[src/design/mau_pkg.sv]
package mau_pkg;

   localparam int MOD_BITS_DEF = 31;
   localparam int EXP_BITS_DEF = 64;
   localparam int OPERAND_BITS = 64;
   localparam int CSR_BITS     = 31;
   localparam logic [CSR_BITS-1:0] MODULUS_RESET = 31'd998244353;

   typedef enum logic [2:0] {
      OP_ADD = 3'd0,
      OP_SUB = 3'd1,
      OP_MUL = 3'd2,
      OP_DIV = 3'd3,
      OP_POW = 3'd4,
      OP_INV = 3'd5,
      OP_NEG = 3'd6,
      OP_EQU = 3'd7
   } op_type;

   // datapath register load selects
   typedef enum logic [2:0] {
      SEL_HOLD   = 3'd0,
      SEL_LOAD   = 3'd1,
      SEL_RED_A  = 3'd2,
      SEL_RED_B  = 3'd3,
      SEL_MUL_AA = 3'd4,
      SEL_MUL_AB = 3'd5,
      SEL_FINAL  = 3'd6,
      SEL_INVSET = 3'd7
   } sel_type;

   typedef enum logic [3:0] {
      ST_IDLE,
      ST_RED_A,
      ST_RED_A_WAIT,
      ST_RED_B,
      ST_RED_B_WAIT,
      ST_PREP,
      ST_SQ,
      ST_SQ_WAIT,
      ST_MUL,
      ST_MUL_WAIT,
      ST_NEXT,
      ST_FINAL,
      ST_FINAL_WAIT,
      ST_OUT,
      ST_DONE
   } state_type;

   typedef struct packed {
      logic     load;        // capture request
      logic     div_start;   // start remainder unit
      sel_type  div_src;     // operand selection for divider
      sel_type  wr_sel;      // writeback select: divider result or power-pass load
      logic     exp_load;    // load exponent for the current power pass
      logic     exp_shift;   // advance exponent bit
      logic     inv_pass;    // set up inverse pass (base = acc, exp = m-2)
      logic     out_set;     // compute output
   } cmd_type;

   typedef struct packed {
      logic    div_done;
      logic    exp_bit;
      logic    exp_last;
      logic    need_pow;
      logic    need_inv2;    // pow with negative exponent
      logic    inv_done;     // second pass already taken
      op_type  op;
   } status_type;

endpackage

[src/design/mau_ctrl.sv]
module mau_ctrl (
   input  logic                 clock,
   input  logic                 reset,
   input  logic                 req_valid,
   output logic                 req_stall,
   output logic                 rsp_valid,
   input  logic                 rsp_stall,
   output logic                 csr_ready,
   input  mau_pkg::status_type  status,
   output mau_pkg::cmd_type     cmd
);
   mau_pkg::state_type state_ff, state_in;

   always_ff @(posedge clock) begin
      if (reset) begin
         state_ff <= mau_pkg::ST_IDLE;
      end else begin
         state_ff <= state_in;
      end
   end

   logic rsp_take;
   assign rsp_take = !rsp_stall;

   always_comb begin
      state_in = state_ff;
      case (state_ff)
         mau_pkg::ST_IDLE:       if (req_valid) state_in = mau_pkg::ST_RED_A;
         mau_pkg::ST_RED_A:      state_in = mau_pkg::ST_RED_A_WAIT;
         mau_pkg::ST_RED_A_WAIT: if (status.div_done) state_in = mau_pkg::ST_RED_B;
         mau_pkg::ST_RED_B:      state_in = mau_pkg::ST_RED_B_WAIT;
         mau_pkg::ST_RED_B_WAIT: begin
            if (status.div_done) begin
               if (status.op == mau_pkg::OP_MUL) begin
                  state_in = mau_pkg::ST_FINAL;
               end else if (status.need_pow) begin
                  state_in = mau_pkg::ST_PREP;
               end else begin
                  state_in = mau_pkg::ST_OUT;
               end
            end
         end
         mau_pkg::ST_PREP:       state_in = mau_pkg::ST_SQ;
         mau_pkg::ST_SQ:         state_in = mau_pkg::ST_SQ_WAIT;
         mau_pkg::ST_SQ_WAIT: begin
            if (status.div_done) begin
               state_in = status.exp_bit ? mau_pkg::ST_MUL : mau_pkg::ST_NEXT;
            end
         end
         mau_pkg::ST_MUL:        state_in = mau_pkg::ST_MUL_WAIT;
         mau_pkg::ST_MUL_WAIT:   if (status.div_done) state_in = mau_pkg::ST_NEXT;
         mau_pkg::ST_NEXT: begin
            if (!status.exp_last) begin
               state_in = mau_pkg::ST_SQ;
            end else if (status.need_inv2 && !status.inv_done) begin
               state_in = mau_pkg::ST_PREP;
            end else if (status.op == mau_pkg::OP_DIV) begin
               state_in = mau_pkg::ST_FINAL;
            end else begin
               state_in = mau_pkg::ST_OUT;
            end
         end
         mau_pkg::ST_FINAL:      state_in = mau_pkg::ST_FINAL_WAIT;
         mau_pkg::ST_FINAL_WAIT: if (status.div_done) state_in = mau_pkg::ST_OUT;
         mau_pkg::ST_OUT:        state_in = mau_pkg::ST_DONE;
         mau_pkg::ST_DONE:       if (rsp_take) state_in = mau_pkg::ST_IDLE;
         default:                state_in = mau_pkg::ST_IDLE;
      endcase
   end

   always_comb begin
      cmd = '0;
      req_stall = 1'b1;
      rsp_valid = 1'b0;
      csr_ready = 1'b0;
      case (state_ff)
         mau_pkg::ST_IDLE: begin
            req_stall = 1'b0;
            csr_ready = 1'b1;
            cmd.load = req_valid;
         end
         mau_pkg::ST_RED_A: begin
            cmd.div_start = 1'b1;
            cmd.div_src = mau_pkg::SEL_RED_A;
         end
         mau_pkg::ST_RED_A_WAIT: begin
            cmd.div_src = mau_pkg::SEL_RED_A;
            if (status.div_done) cmd.wr_sel = mau_pkg::SEL_RED_A;
         end
         mau_pkg::ST_RED_B: begin
            cmd.div_start = 1'b1;
            cmd.div_src = mau_pkg::SEL_RED_B;
         end
         mau_pkg::ST_RED_B_WAIT: begin
            if (status.div_done) begin
               cmd.wr_sel = mau_pkg::SEL_RED_B;
               // mul: acc becomes y for final x*acc
               if (status.op == mau_pkg::OP_MUL) cmd.wr_sel = mau_pkg::SEL_FINAL;
            end
         end
         mau_pkg::ST_PREP: begin
            cmd.wr_sel = mau_pkg::SEL_LOAD;
            cmd.exp_load = 1'b1;
         end
         mau_pkg::ST_SQ: begin
            cmd.div_start = 1'b1;
            cmd.div_src = mau_pkg::SEL_MUL_AA;
         end
         mau_pkg::ST_SQ_WAIT: if (status.div_done) cmd.wr_sel = mau_pkg::SEL_MUL_AA;
         mau_pkg::ST_MUL: begin
            cmd.div_start = 1'b1;
            cmd.div_src = mau_pkg::SEL_MUL_AB;
         end
         mau_pkg::ST_MUL_WAIT: if (status.div_done) cmd.wr_sel = mau_pkg::SEL_MUL_AB;
         mau_pkg::ST_NEXT: begin
            cmd.exp_shift = 1'b1;
            if (status.exp_last && status.need_inv2 && !status.inv_done) begin
               cmd.inv_pass = 1'b1;
            end
         end
         mau_pkg::ST_FINAL: begin
            cmd.div_start = 1'b1;
            cmd.div_src = mau_pkg::SEL_FINAL;
         end
         mau_pkg::ST_FINAL_WAIT: begin
            if (status.div_done) begin
               cmd.wr_sel = mau_pkg::SEL_FINAL;
            end
         end
         // latch the result once every operand register has settled
         mau_pkg::ST_OUT: begin
            cmd.out_set = 1'b1;
         end
         mau_pkg::ST_DONE: begin
            rsp_valid = 1'b1;
         end
         default: begin
         end
      endcase
   end
endmodule
[config.mk]
export PLATFORM = sky130hd
export DESIGN_NAME = mau_ctrl
export DESIGN_NICKNAME = d
export VERILOG_FILES = /design/src/design/mau_pkg.sv /design/src/design/mau_ctrl.sv
export SDC_FILE = /design/constraint.sdc
export NUM_CORES = 1
export LEC_CHECK = 0
export ABC_AREA = 0
export BUFFER_PORTS_ARGS = -buffer_cell sky130_fd_sc_hd__buf_2
export CAP_MARGIN = 10
export CORE_MARGIN = 1.5
export CORE_UTILIZATION = 49
export DETAILED_ROUTE_END_ITERATION = 6
export GPL_TIMING_DRIVEN = 0
export PLACE_DENSITY = 0.82
export SYNTH_ARGS = -nofsm -noshare
export SYNTH_HDL_FRONTEND = slang
export SYNTH_SLANG_ARGS = --single-unit
[constraint.sdc]
create_clock -name clock -period 4.01 [get_ports clock]
set_input_delay 0.401 -clock clock [delete_from_list [all_inputs] [get_ports clock]]
set_output_delay 0.401 -clock clock [all_outputs]
set_load 0.01 [all_outputs]
==> results.py, run 1 <==
metrics = {
    "status": {
        "outcome": "finished, final reports clean",
    },
    "pwr": {
        "switching_power_uw": 154,
        "p_comb_share_pct": 68.8,
        "switching_share_pct": 47.3,
        "p_per_area_mw_per_mm2": 398,
        "p_seq_share_pct": 15.5,
        "clockPowerShare_pct": 15.7,
        "ir_worst_vdd_mv": 0.191,
        "leakagePower_nw": 0.378,
        "p_int_uw": 172,
    },
    "synth": {
        "netlist_area_um2": 644,
        "synth_edf_count": 0,
        "synth_nets": 110,
        "ys_ff_latch": 4,
        "ys_warn_count": 0,
        "synth.distinct_cells": 42,
        "synth_flop_cell": "dfxtp_1",
        "ys_async_sr_fraction_pct": 0,
        "yosysSeqAreaShare_pct": 12.4,
        "synthCells": 97,
        "avgSynthCellArea_um2": 6.64,
    },
    "route": {
        "drtIter0Drc": 23,
        "first_pass_iters": 4,
        "wl_per_cell_um": 12.3,
        "vias": 821,
        "viasPerCell": 5.82,
        "ant_nets": 0,
        "drcViolationCount": 0,
        "wirelength_um": 1740,
    },
    "cells_and_area": {
        "top_register": "state_ff",
        "area_delta_synth_final_pct": 27.2,
        "fin_area_um2": 820,
        "largest_reg_flops": 4,
        "num-fill-cells": 109,
        "finalNetCount": 142,
        "drive_above_1_share_pct": 33.9,
        "final_util_pct": 70.0,
        "multi_input_area_um2": 509,
        "reg.largest.list": "state_ff x4",
        "seq_area_um2": 80.1,
        "num_antenna_cells": 0,
    },
    "sta": {
        "hold_slack_ns": 0.416,
        "fin_setup_tns_ns": 0,
        "rsz0062_at_grt": "no",
        "final.setup_skew_ns": 0.00450,
        "fin_crit_sh_pct": 50.7,
        "worst_pin_slew_ns": 0.422,
        "fin_crit_ns": 2.03,
        "final_max_slew_viol_count": 0,
        "slew_headroom_pct": 71.9,
        "hold_viol": 0,
        "fmax_mhz": 492,
        "setup_violations": 0,
    },
    "floorplan": {
        "initial_utilization_pct": 55.0,
        "placementRows": 12,
        "io_pins": 28,
        "die_x_um": 39.3,
        "die_h_um": 39.3,
        "die_area_mm2": 0.00154,
        "coreArea_mm2": 0.00117,
    },
    "global_route": {
        "antenna_found_initial": 0,
        "first_global_vias": 691,
        "grt_pass1_wl_um": 2860,
        "grt_max_degree": 11,
        "grt_use_total_pct": 27.0,
        "gr-total-overflow": 0,
    },
    "clock_network": {
        "clockRootBuffer": "clkbuf_4",
        "cts_buffers": 3,
        "cts_tree": "yes",
        "cts.sinks": 4,
        "htree_levels": 1,
        "clockBufferDepth": 2,
        "cts_resized": 0,
        "clk_pin_slew_ns": 0.04,
        "cts_setup_buffers": 0,
        "clkLatencyLatePin_ns": 0.24,
        "hold_buffers": 0,
    },
    "hold_path": {
        "hold_path_class": "in2reg",
        "hold_end": "state_ff[0]",
        "min-delay-start": "reset",
        "holdPathStages": 2,
    },
    "placement": {
        "port_buffers": 27,
        "gp_congestion": 0.900,
        "place_area_um2": 797,
        "dp_hpwl_um": 1300,
    },
    "setup_path": {
        "worstPathArrival_ns": 1.63,
        "path_max_fanout": 10,
        "critPathRequiredTime_ns": 3.61,
        "critPathSlowestCell": "dfxtp_1",
        "crit_type": "reg2out",
        "crit_chain": "buf_2 -> buf_2 -> buf_2 -> nand2b_1 -> o32ai_1 -> buf_2",
        "rr_worst_depth": 6,
        "rr_endpoint": "state_ff[3]",
        "crit_path_end_kind": "primary output",
        "path_common_cell": "buf_2",
        "r2r_slack_ns": 2.49,
        "start_kind": "register",
        "rr_startpoint": "state_ff[2]",
        "cpPeakStageDelay_ns": 0.29,
    },
    "flow_run": {
        "drv_cap": 0,
    },
}
-- worst max-delay path, delay by kind of cell (launching register included) --
kind | cells | cell delay, ns
buffers and inverters | 4 | 0.83
DFF | 1 | 0.29
and+or+nand+nor | 1 | 0.17
AOI/OAI and AO/OA | 1 | 0.10
-- synthesized netlist by cell type, types with 2 or more instances --
library cell | n | share of area [%]
nor3_1 | 3 | 2.3
nor2b_1 | 4 | 3.9
buf_2 | 5 | 3.9
inv_2 | 2 | 1.2
nor2_1 | 12 | 7.0
o21ai_1 | 2 | 1.6
a21oi_1 | 9 | 7.0
nand4_1 | 3 | 2.9
mux2i_1 | 2 | 3.1
nand2_1 | 8 | 4.7
and3_1 | 2 | 1.9
dfxtp_1 | 4 | 12
a21o_1 | 2 | 2.3
clkbuf_1 | 2 | 1.2
o21ai_0 | 4 | 3.1
nand2b_1 | 5 | 4.9
nor3b_1 | 3 | 3.5
-- metrics by stage --
| stage | power [mW] | setup slack (ns) | instances |
|---|---|---|---|
| finish | 0.326 | 1.98 | 141 |
| global placement | 0.267 | 2.18 | 138 |
| detailed placement | 0.271 | 2.18 | 138 |
| CTS | 0.325 | 1.99 | 141 |
| global route | 0.355 | 1.81 | 141 |
| floorplan | 0.211 | 2.37 | 97 |
-- power by group through the flow --
stage	combinational, mW	sequential, mW	clock (mW)
6_report	0.224	0.0505	0.0513
5_1_grt	0.249	0.0509	0.0547
4_1_cts	0.222	0.0503	0.0523
3_5_place_dp	0.220	0.0510	0
3_3_place_gp	0.216	0.0509	0
2_1_floorplan	0.161	0.0505	0
-- cell type report --
| class | count | area share (%) |
|---|---|---|
| multi-input combinational | 82 | 62.1 |
| tap | 14 | 2.14 |
| buffer | 8 | 5.34 |
| inverter | 3 | 1.37 |
| sequential | 4 | 9.77 |
| timing repair buffer | 27 | 16.5 |
| clock buffer | 3 | 2.75 |
-- cells in the final DEF, fill, tap and decap left out, types with 3 or more instances in the layout --
| master | count |
|---|---|
| nand2b_1 | 5 |
| nand4_1 | 3 |
| dfxtp_1 | 4 |
| nor3b_1 | 3 |
| buf_2 | 32 |
| nor2_1 | 12 |
| a21oi_1 | 9 |
| nor2b_1 | 4 |
| nand2_1 | 8 |
| o21ai_0 | 4 |
| nor3_1 | 3 |
| clkbuf_4 | 3 |
-- kinds of logic after synthesis --
family,synth area share [%]
DFF,12.4
muxes,3.11
and+or+nand+nor,45.6
buffers and inverters,8.54
AOI/OAI and AO/OA,27.6
xor gates and xnor gates,2.72
-- worst max-delay path by stage --
| stage | start | to | slack, ns | cells past startpoint |
|---|---|---|---|---|
| finish | state_ff[0] | cmd[9] | 1.98 | 6 |
| global route | state_ff[0] | cmd[8] | 1.81 | 6 |
| CTS | state_ff[0] | cmd[9] | 1.99 | 6 |
| detailed placement | status[0] | cmd[4] | 2.18 | 6 |
| global placement | status[0] | cmd[4] | 2.18 | 6 |
| floorplan | state_ff[0] | cmd[1] | 2.37 | 4 |
-- metal layers --
layer | vias up | global-route usage [%] | wire length, um
met5 | - | 0 | 0
met4 | 0 | 11.2 | 12
met3 | 2 | 2.84 | 122
met2 | 43 | 43.3 | 848
met1 | 366 | 36.3 | 757
li1 | 410 | - | -
(Power assumes the default switching activity.)
==> inputs of run 2 (changes only) <==
--- a/config.mk
+++ b/config.mk
@@ -9,10 +9,10 @@
 export BUFFER_PORTS_ARGS = -buffer_cell sky130_fd_sc_hd__buf_2
 export CAP_MARGIN = 10
 export CORE_MARGIN = 1.5
-export CORE_UTILIZATION = 49
+export CORE_UTILIZATION = 41
 export DETAILED_ROUTE_END_ITERATION = 6
 export GPL_TIMING_DRIVEN = 0
-export PLACE_DENSITY = 0.82
+export PLACE_DENSITY = 0.73
 export SYNTH_ARGS = -nofsm -noshare
 export SYNTH_HDL_FRONTEND = slang
 export SYNTH_SLANG_ARGS = --single-unit
==> constraint.sdc (replaced) <==
create_clock -name clock -period 1.7 [get_ports clock]
set_input_delay 0.17 -clock clock [delete_from_list [all_inputs] [get_ports clock]]
set_output_delay 0.17 -clock clock [all_outputs]
set_load 0.01 [all_outputs]
==> results.py, run 2 (same netlist as run 1, synthesis figures left out) <==
metrics = {
    "status": {
        "outcome": "finished, final reports clean",
    },
    "sta": {
        "fin_setup_tns_ns": 0,
        "hold_viol": 0,
        "setup_violations": 0,
        "fmax_mhz": 607,
        "slew_headroom_pct": 76.2,
        "fin_crit_ns": 1.65,
        "final.setup_skew_ns": 0.000549,
        "fin_crit_sh_pct": 97.0,
        "rsz0062_at_grt": "no",
        "worst_pin_slew_ns": 0.352,
        "final_max_slew_viol_count": 0,
    },
    "clock_network": {
        "cts_setup_buffers": 0,
        "clk_pin_slew_ns": 0.04,
        "hold_buffers": 0,
        "clockRootBuffer": "clkbuf_4",
        "clkLatencyLatePin_ns": 0.23,
        "htree_levels": 1,
        "cts.sinks": 4,
        "cts_tree": "yes",
        "clockBufferDepth": 2,
        "cts_buffers": 3,
    },
    "global_route": {
        "first_global_vias": 687,
        "top_usage_layer": "met2",
        "grt_max_degree": 11,
        "antenna_found_initial": 0,
        "use_met2_pct": 30.9,
        "grt.met1_usage_pct": 26.9,
        "grt_use_total_pct": 19.6,
        "gr-total-overflow": 0,
        "gr-usage-met3_pct": 0,
        "grt_pass1_wl_um": 2840,
    },
    "pwr": {
        "switching_share_pct": 46.0,
        "p_comb_share_pct": 71.2,
        "p_seq_share_pct": 14.8,
        "clockPowerShare_pct": 14.0,
        "ir_worst_vdd_mv": 0.406,
        "p_int_uw": 441,
        "leakagePower_nw": 0.397,
        "p_per_area_mw_per_mm2": 924,
        "switching_power_uw": 376,
    },
    "cells_and_area": {
        "seq_area_um2": 80.1,
        "top_register": "state_ff",
        "reg.largest.list": "state_ff x4",
        "final_common_cell": "buf_2",
        "largest_reg_flops": 4,
        "finalNetCount": 142,
        "drive_above_1_share_pct": 40.2,
        "final_cell_mix": "buf_2, nor2_1, nand2_1, a21oi_1",
        "multi_input_area_um2": 542,
        "num-fill-cells": 141,
        "area_delta_synth_final_pct": 37.3,
        "final_util_pct": 59.4,
        "num_antenna_cells": 0,
    },
    "placement": {
        "gp_congestion": 0.828,
        "dp_hpwl_um": 1330,
        "port_buffers": 27,
    },
    "floorplan": {
        "placementRows": 14,
        "die_area_mm2": 0.00182,
        "initial_utilization_pct": 43.3,
        "io_pins": 28,
        "die_x_um": 42.6,
        "die_h_um": 42.6,
        "coreArea_mm2": 0.00149,
    },
    "setup_path": {
        "crit_path_end_kind": "primary output",
        "worstPathArrival_ns": 1.48,
        "crit_type": "reg2out",
        "path_max_fanout": 7,
        "critPathRequiredTime_ns": 1.53,
        "r2r_slack_ns": 0.15,
        "start_kind": "register",
    },
    "flow_run": {
        "drv_cap": 0,
    },
    "hold_path": {
        "hold_path_class": "in2reg",
    },
    "route": {
        "drtIter0Drc": 25,
        "drcViolationCount": 0,
        "viasPerCell": 5.85,
        "ant_nets": 0,
        "first_pass_iters": 4,
        "wirelength_um": 1820,
        "vias": 837,
        "wl_per_cell_um": 12.7,
    },
}
run 2: cell types whose count changed in the layout (fill, tap and decap cells not counted), sizes merged:
cell,before,now
buf,33,32
clkbuf,5,6
run 2: final cells by class:
cell class                 instances  share of cell area, %
inverter                           3                   1.27
clock buffer                       3                   2.55
buffer                             8                   8.35
multi-input combinational         82                   61.2
tap                               16                   2.26
timing repair buffer              27                   15.3
sequential                         4                   9.05
run 2: repair_timing:
action / CTS / global route
pin swaps: 0 / 1
endpoints found under the setup margin: 7 / 9
gates resized for setup: 5 / 14
run 2: metal layers:
metal / share of wire, % / wire (um) / vias to the layer above
li1: - / - / 413
met1: 45 / 814 / 387
met2: 49 / 898 / 35
met3: 5.2 / 95 / 2
met4: 0.60 / 11 / 0
met5: 0 / 0 / -
run 2: through the flow:
| step | cell area (um2) | hold WS [ns] | setup slack [ns] | instances | power (mW) |
|---|---|---|---|---|---|
| finish | 885 | 0.201 | 0.0512 | 143 | 0.817 |
| global route | 885 | 0.222 | 0.00917 | 143 | 0.871 |
| global placement | 800 | 0.419 | 0.166 | 140 | 0.636 |
| CTS | 832 | 0.185 | 0.00963 | 143 | 0.774 |
| detailed placement | 800 | 0.427 | 0.138 | 140 | 0.644 |
| floorplan | 644 | 0.242 | 0.289 | 97 | 0.498 |
run 2: critical path, cell delays in order, from the launching register on:
cell,delay (ns)
dfxtp_1,0.29
clkbuf_4,0.18
nor4bb_1,0.32
a31oi_1,0.15
a21boi_1,0.16
buf_2,0.14
run 2: worst paths after layout:
path	startpoint	end	depth (start not counted)
worst max register to register	state_ff[0]	state_ff[3]	6
worst min register to register	state_ff[2]	state_ff[2]	3
worst max-delay path	state_ff[0]	cmd[6]	5
worst min-delay path	reset	state_ff[0]	2
run 2: power groups by stage:
stage,clock network [mW],registers (mW),logic [mW]
5_1_grt,0.119,0.122,0.630
2_1_floorplan,0,0.119,0.379
3_3_place_gp,0,0.120,0.516
6_report,0.115,0.121,0.582
3_5_place_dp,0,0.120,0.523
4_1_cts,0.119,0.119,0.537
==> inputs of run 3 (changes only) <==
--- a/config.mk
+++ b/config.mk
@@ -10,6 +10,8 @@
 export CAP_MARGIN = 10
 export CORE_MARGIN = 1.5
 export CORE_UTILIZATION = 41
+export CTS_BUF_LIST = sky130_fd_sc_hd__clkbuf_16
+export CTS_CLUSTER_SIZE = 24
 export DETAILED_ROUTE_END_ITERATION = 6
 export GPL_TIMING_DRIVEN = 0
 export PLACE_DENSITY = 0.73
==> results.py, run 3 (same netlist as run 1, synthesis figures left out) <==
metrics = {
    "status": {
        "outcome": "finished, final reports clean",
    },
    "floorplan": {
        "die_x_um": 42.6,
        "placementRows": 14,
        "coreArea_mm2": 0.00149,
        "die_area_mm2": 0.00182,
        "io_pins": 28,
        "initial_utilization_pct": 43.3,
        "die_h_um": 42.6,
    },
    "hold_path": {
        "hold_path_class": "in2reg",
        "holdPathStages": 2,
    },
    "route": {
        "wirelength_um": 1860,
        "vias": 828,
        "viasPerCell": 5.79,
        "drcViolationCount": 0,
        "first_pass_iters": 4,
        "ant_nets": 0,
        "drtIter0Drc": 31,
        "wl_per_cell_um": 13.0,
    },
    "sta": {
        "fin_crit_sh_pct": 96.8,
        "worst_pin_slew_ns": 0.354,
        "setup_violations": 0,
        "fin_ws_ns": 0.0546,
        "fmax_mhz": 608,
        "rsz0062_at_grt": "no",
        "final_max_slew_viol_count": 0,
        "slew_headroom_pct": 76.1,
        "fin_setup_tns_ns": 0,
        "final.setup_skew_ns": 0.00137,
        "fin_crit_ns": 1.65,
        "hold_viol": 0,
    },
    "pwr": {
        "switching_share_pct": 38.3,
        "p_per_area_mw_per_mm2": 1150,
        "p_seq_share_pct": 11.3,
        "leakagePower_nw": 0.418,
        "clockPowerShare_pct": 34.9,
        "ir_worst_vdd_mv": 0.563,
        "p_int_uw": 658,
        "p_comb_share_pct": 53.8,
        "switching_power_uw": 408,
    },
    "cells_and_area": {
        "final_cell_mix": "buf_2, nor2_1, a21oi_1",
        "num_antenna_cells": 0,
        "largest_reg_flops": 4,
        "drive_above_1_share_pct": 38.6,
        "layout.cells.non_filler": 143,
        "finalNetCount": 142,
        "final_common_cell": "buf_2",
        "area_delta_synth_final_pct": 43.3,
        "num-fill-cells": 137,
        "reg.largest.list": "state_ff x4",
        "final_util_pct": 62.0,
        "top_register": "state_ff",
    },
    "global_route": {
        "grt_pass1_wl_um": 3010,
        "antenna_found_initial": 0,
        "grt_use_total_pct": 21.5,
        "grt_max_degree": 11,
        "gr-total-overflow": 0,
        "first_global_vias": 715,
    },
    "setup_path": {
        "path_max_fanout": 7,
        "crit_type": "reg2out",
        "crit_path_end_kind": "primary output",
        "rr_worst_depth": 6,
        "start_kind": "register",
        "critPathRequiredTime_ns": 1.53,
        "worstPathArrival_ns": 1.48,
    },
    "clock_network": {
        "cts.sinks": 4,
        "clockBufferDepth": 2,
        "htree_levels": 1,
        "hold_buffers": 0,
        "clockRootBuffer": "clkbuf_16",
        "clkLatencyLatePin_ns": 0.23,
        "cts_buffers": 3,
        "cts_tree": "yes",
        "clk_pin_slew_ns": 0.03,
    },
    "placement": {
        "port_buffers": 27,
        "dp_hpwl_um": 1330,
        "dp_cells": 140,
        "gp_congestion": 0.828,
        "pre_cts_ws_ns": 0.138,
    },
    "flow_run": {
        "drv_cap": 0,
    },
}
run 3: cell counts in the layout (fill, tap and decap cells not counted):
No cell type changed its count.
run 3: worst max-delay path, cell delays in order, from the launching register on:
cell      delay (ns)
dfxtp_1         0.29
clkbuf_4        0.17
nor4bb_1        0.32
a31oi_1         0.16
a21boi_1        0.16
buf_2           0.14
run 3: area by class of cell:
type / count / area, um2 / share of cell area (%)
tap: 16 / 20.0 / 2.17
timing repair buffer: 27 / 135 / 14.6
sequential: 4 / 80.1 / 8.67
buffer: 8 / 70.1 / 7.59
clock buffer: 3 / 75.1 / 8.13
inverter: 3 / 11.3 / 1.22
multi-input combinational: 82 / 532 / 57.6
run 3: power groups by stage:
stage	Combinational, mW	Clock (mW)	Sequential [mW]
after CTS	0.538	0.373	0.119
after detailed placement	0.523	0	0.120
final	0.574	0.372	0.120
after global routing	0.624	0.375	0.122
after global placement	0.516	0	0.120
after floorplan	0.379	0	0.119
run 3: stage by stage:
step                      power (mW)  cell area [um2]  hold slack, ns
after CTS                       1.03              882           0.196
after floorplan                0.498              644           0.242
final                           1.07              923           0.201
after detailed placement       0.644              800           0.427
after global placement         0.636              800           0.419
after global routing            1.12              923           0.232
run 3: metal layers:
layer	track usage, %	routed length (um)
met5	0	0
met2	33.0	912
met3	3.88	78
met4	10.6	36
met1	28.5	837
run 3: worst paths after layout:
| path | from | to | slack [ns] |
|---|---|---|---|
| worst max-delay path | state_ff[0] | cmd[6] | 0.05 |
| worst min-delay path | reset | state_ff[0] | 0.20 |
| worst max register to register | state_ff[0] | state_ff[3] | 0.14 |
| worst min register to register | state_ff[2] | state_ff[2] | 0.70 |
run 3: timing repair:
action,in CTS,in global routing
pin swaps,0,1
buffers inserted,0,0
resized for setup,4,13
endpoints found under the setup margin,7,9
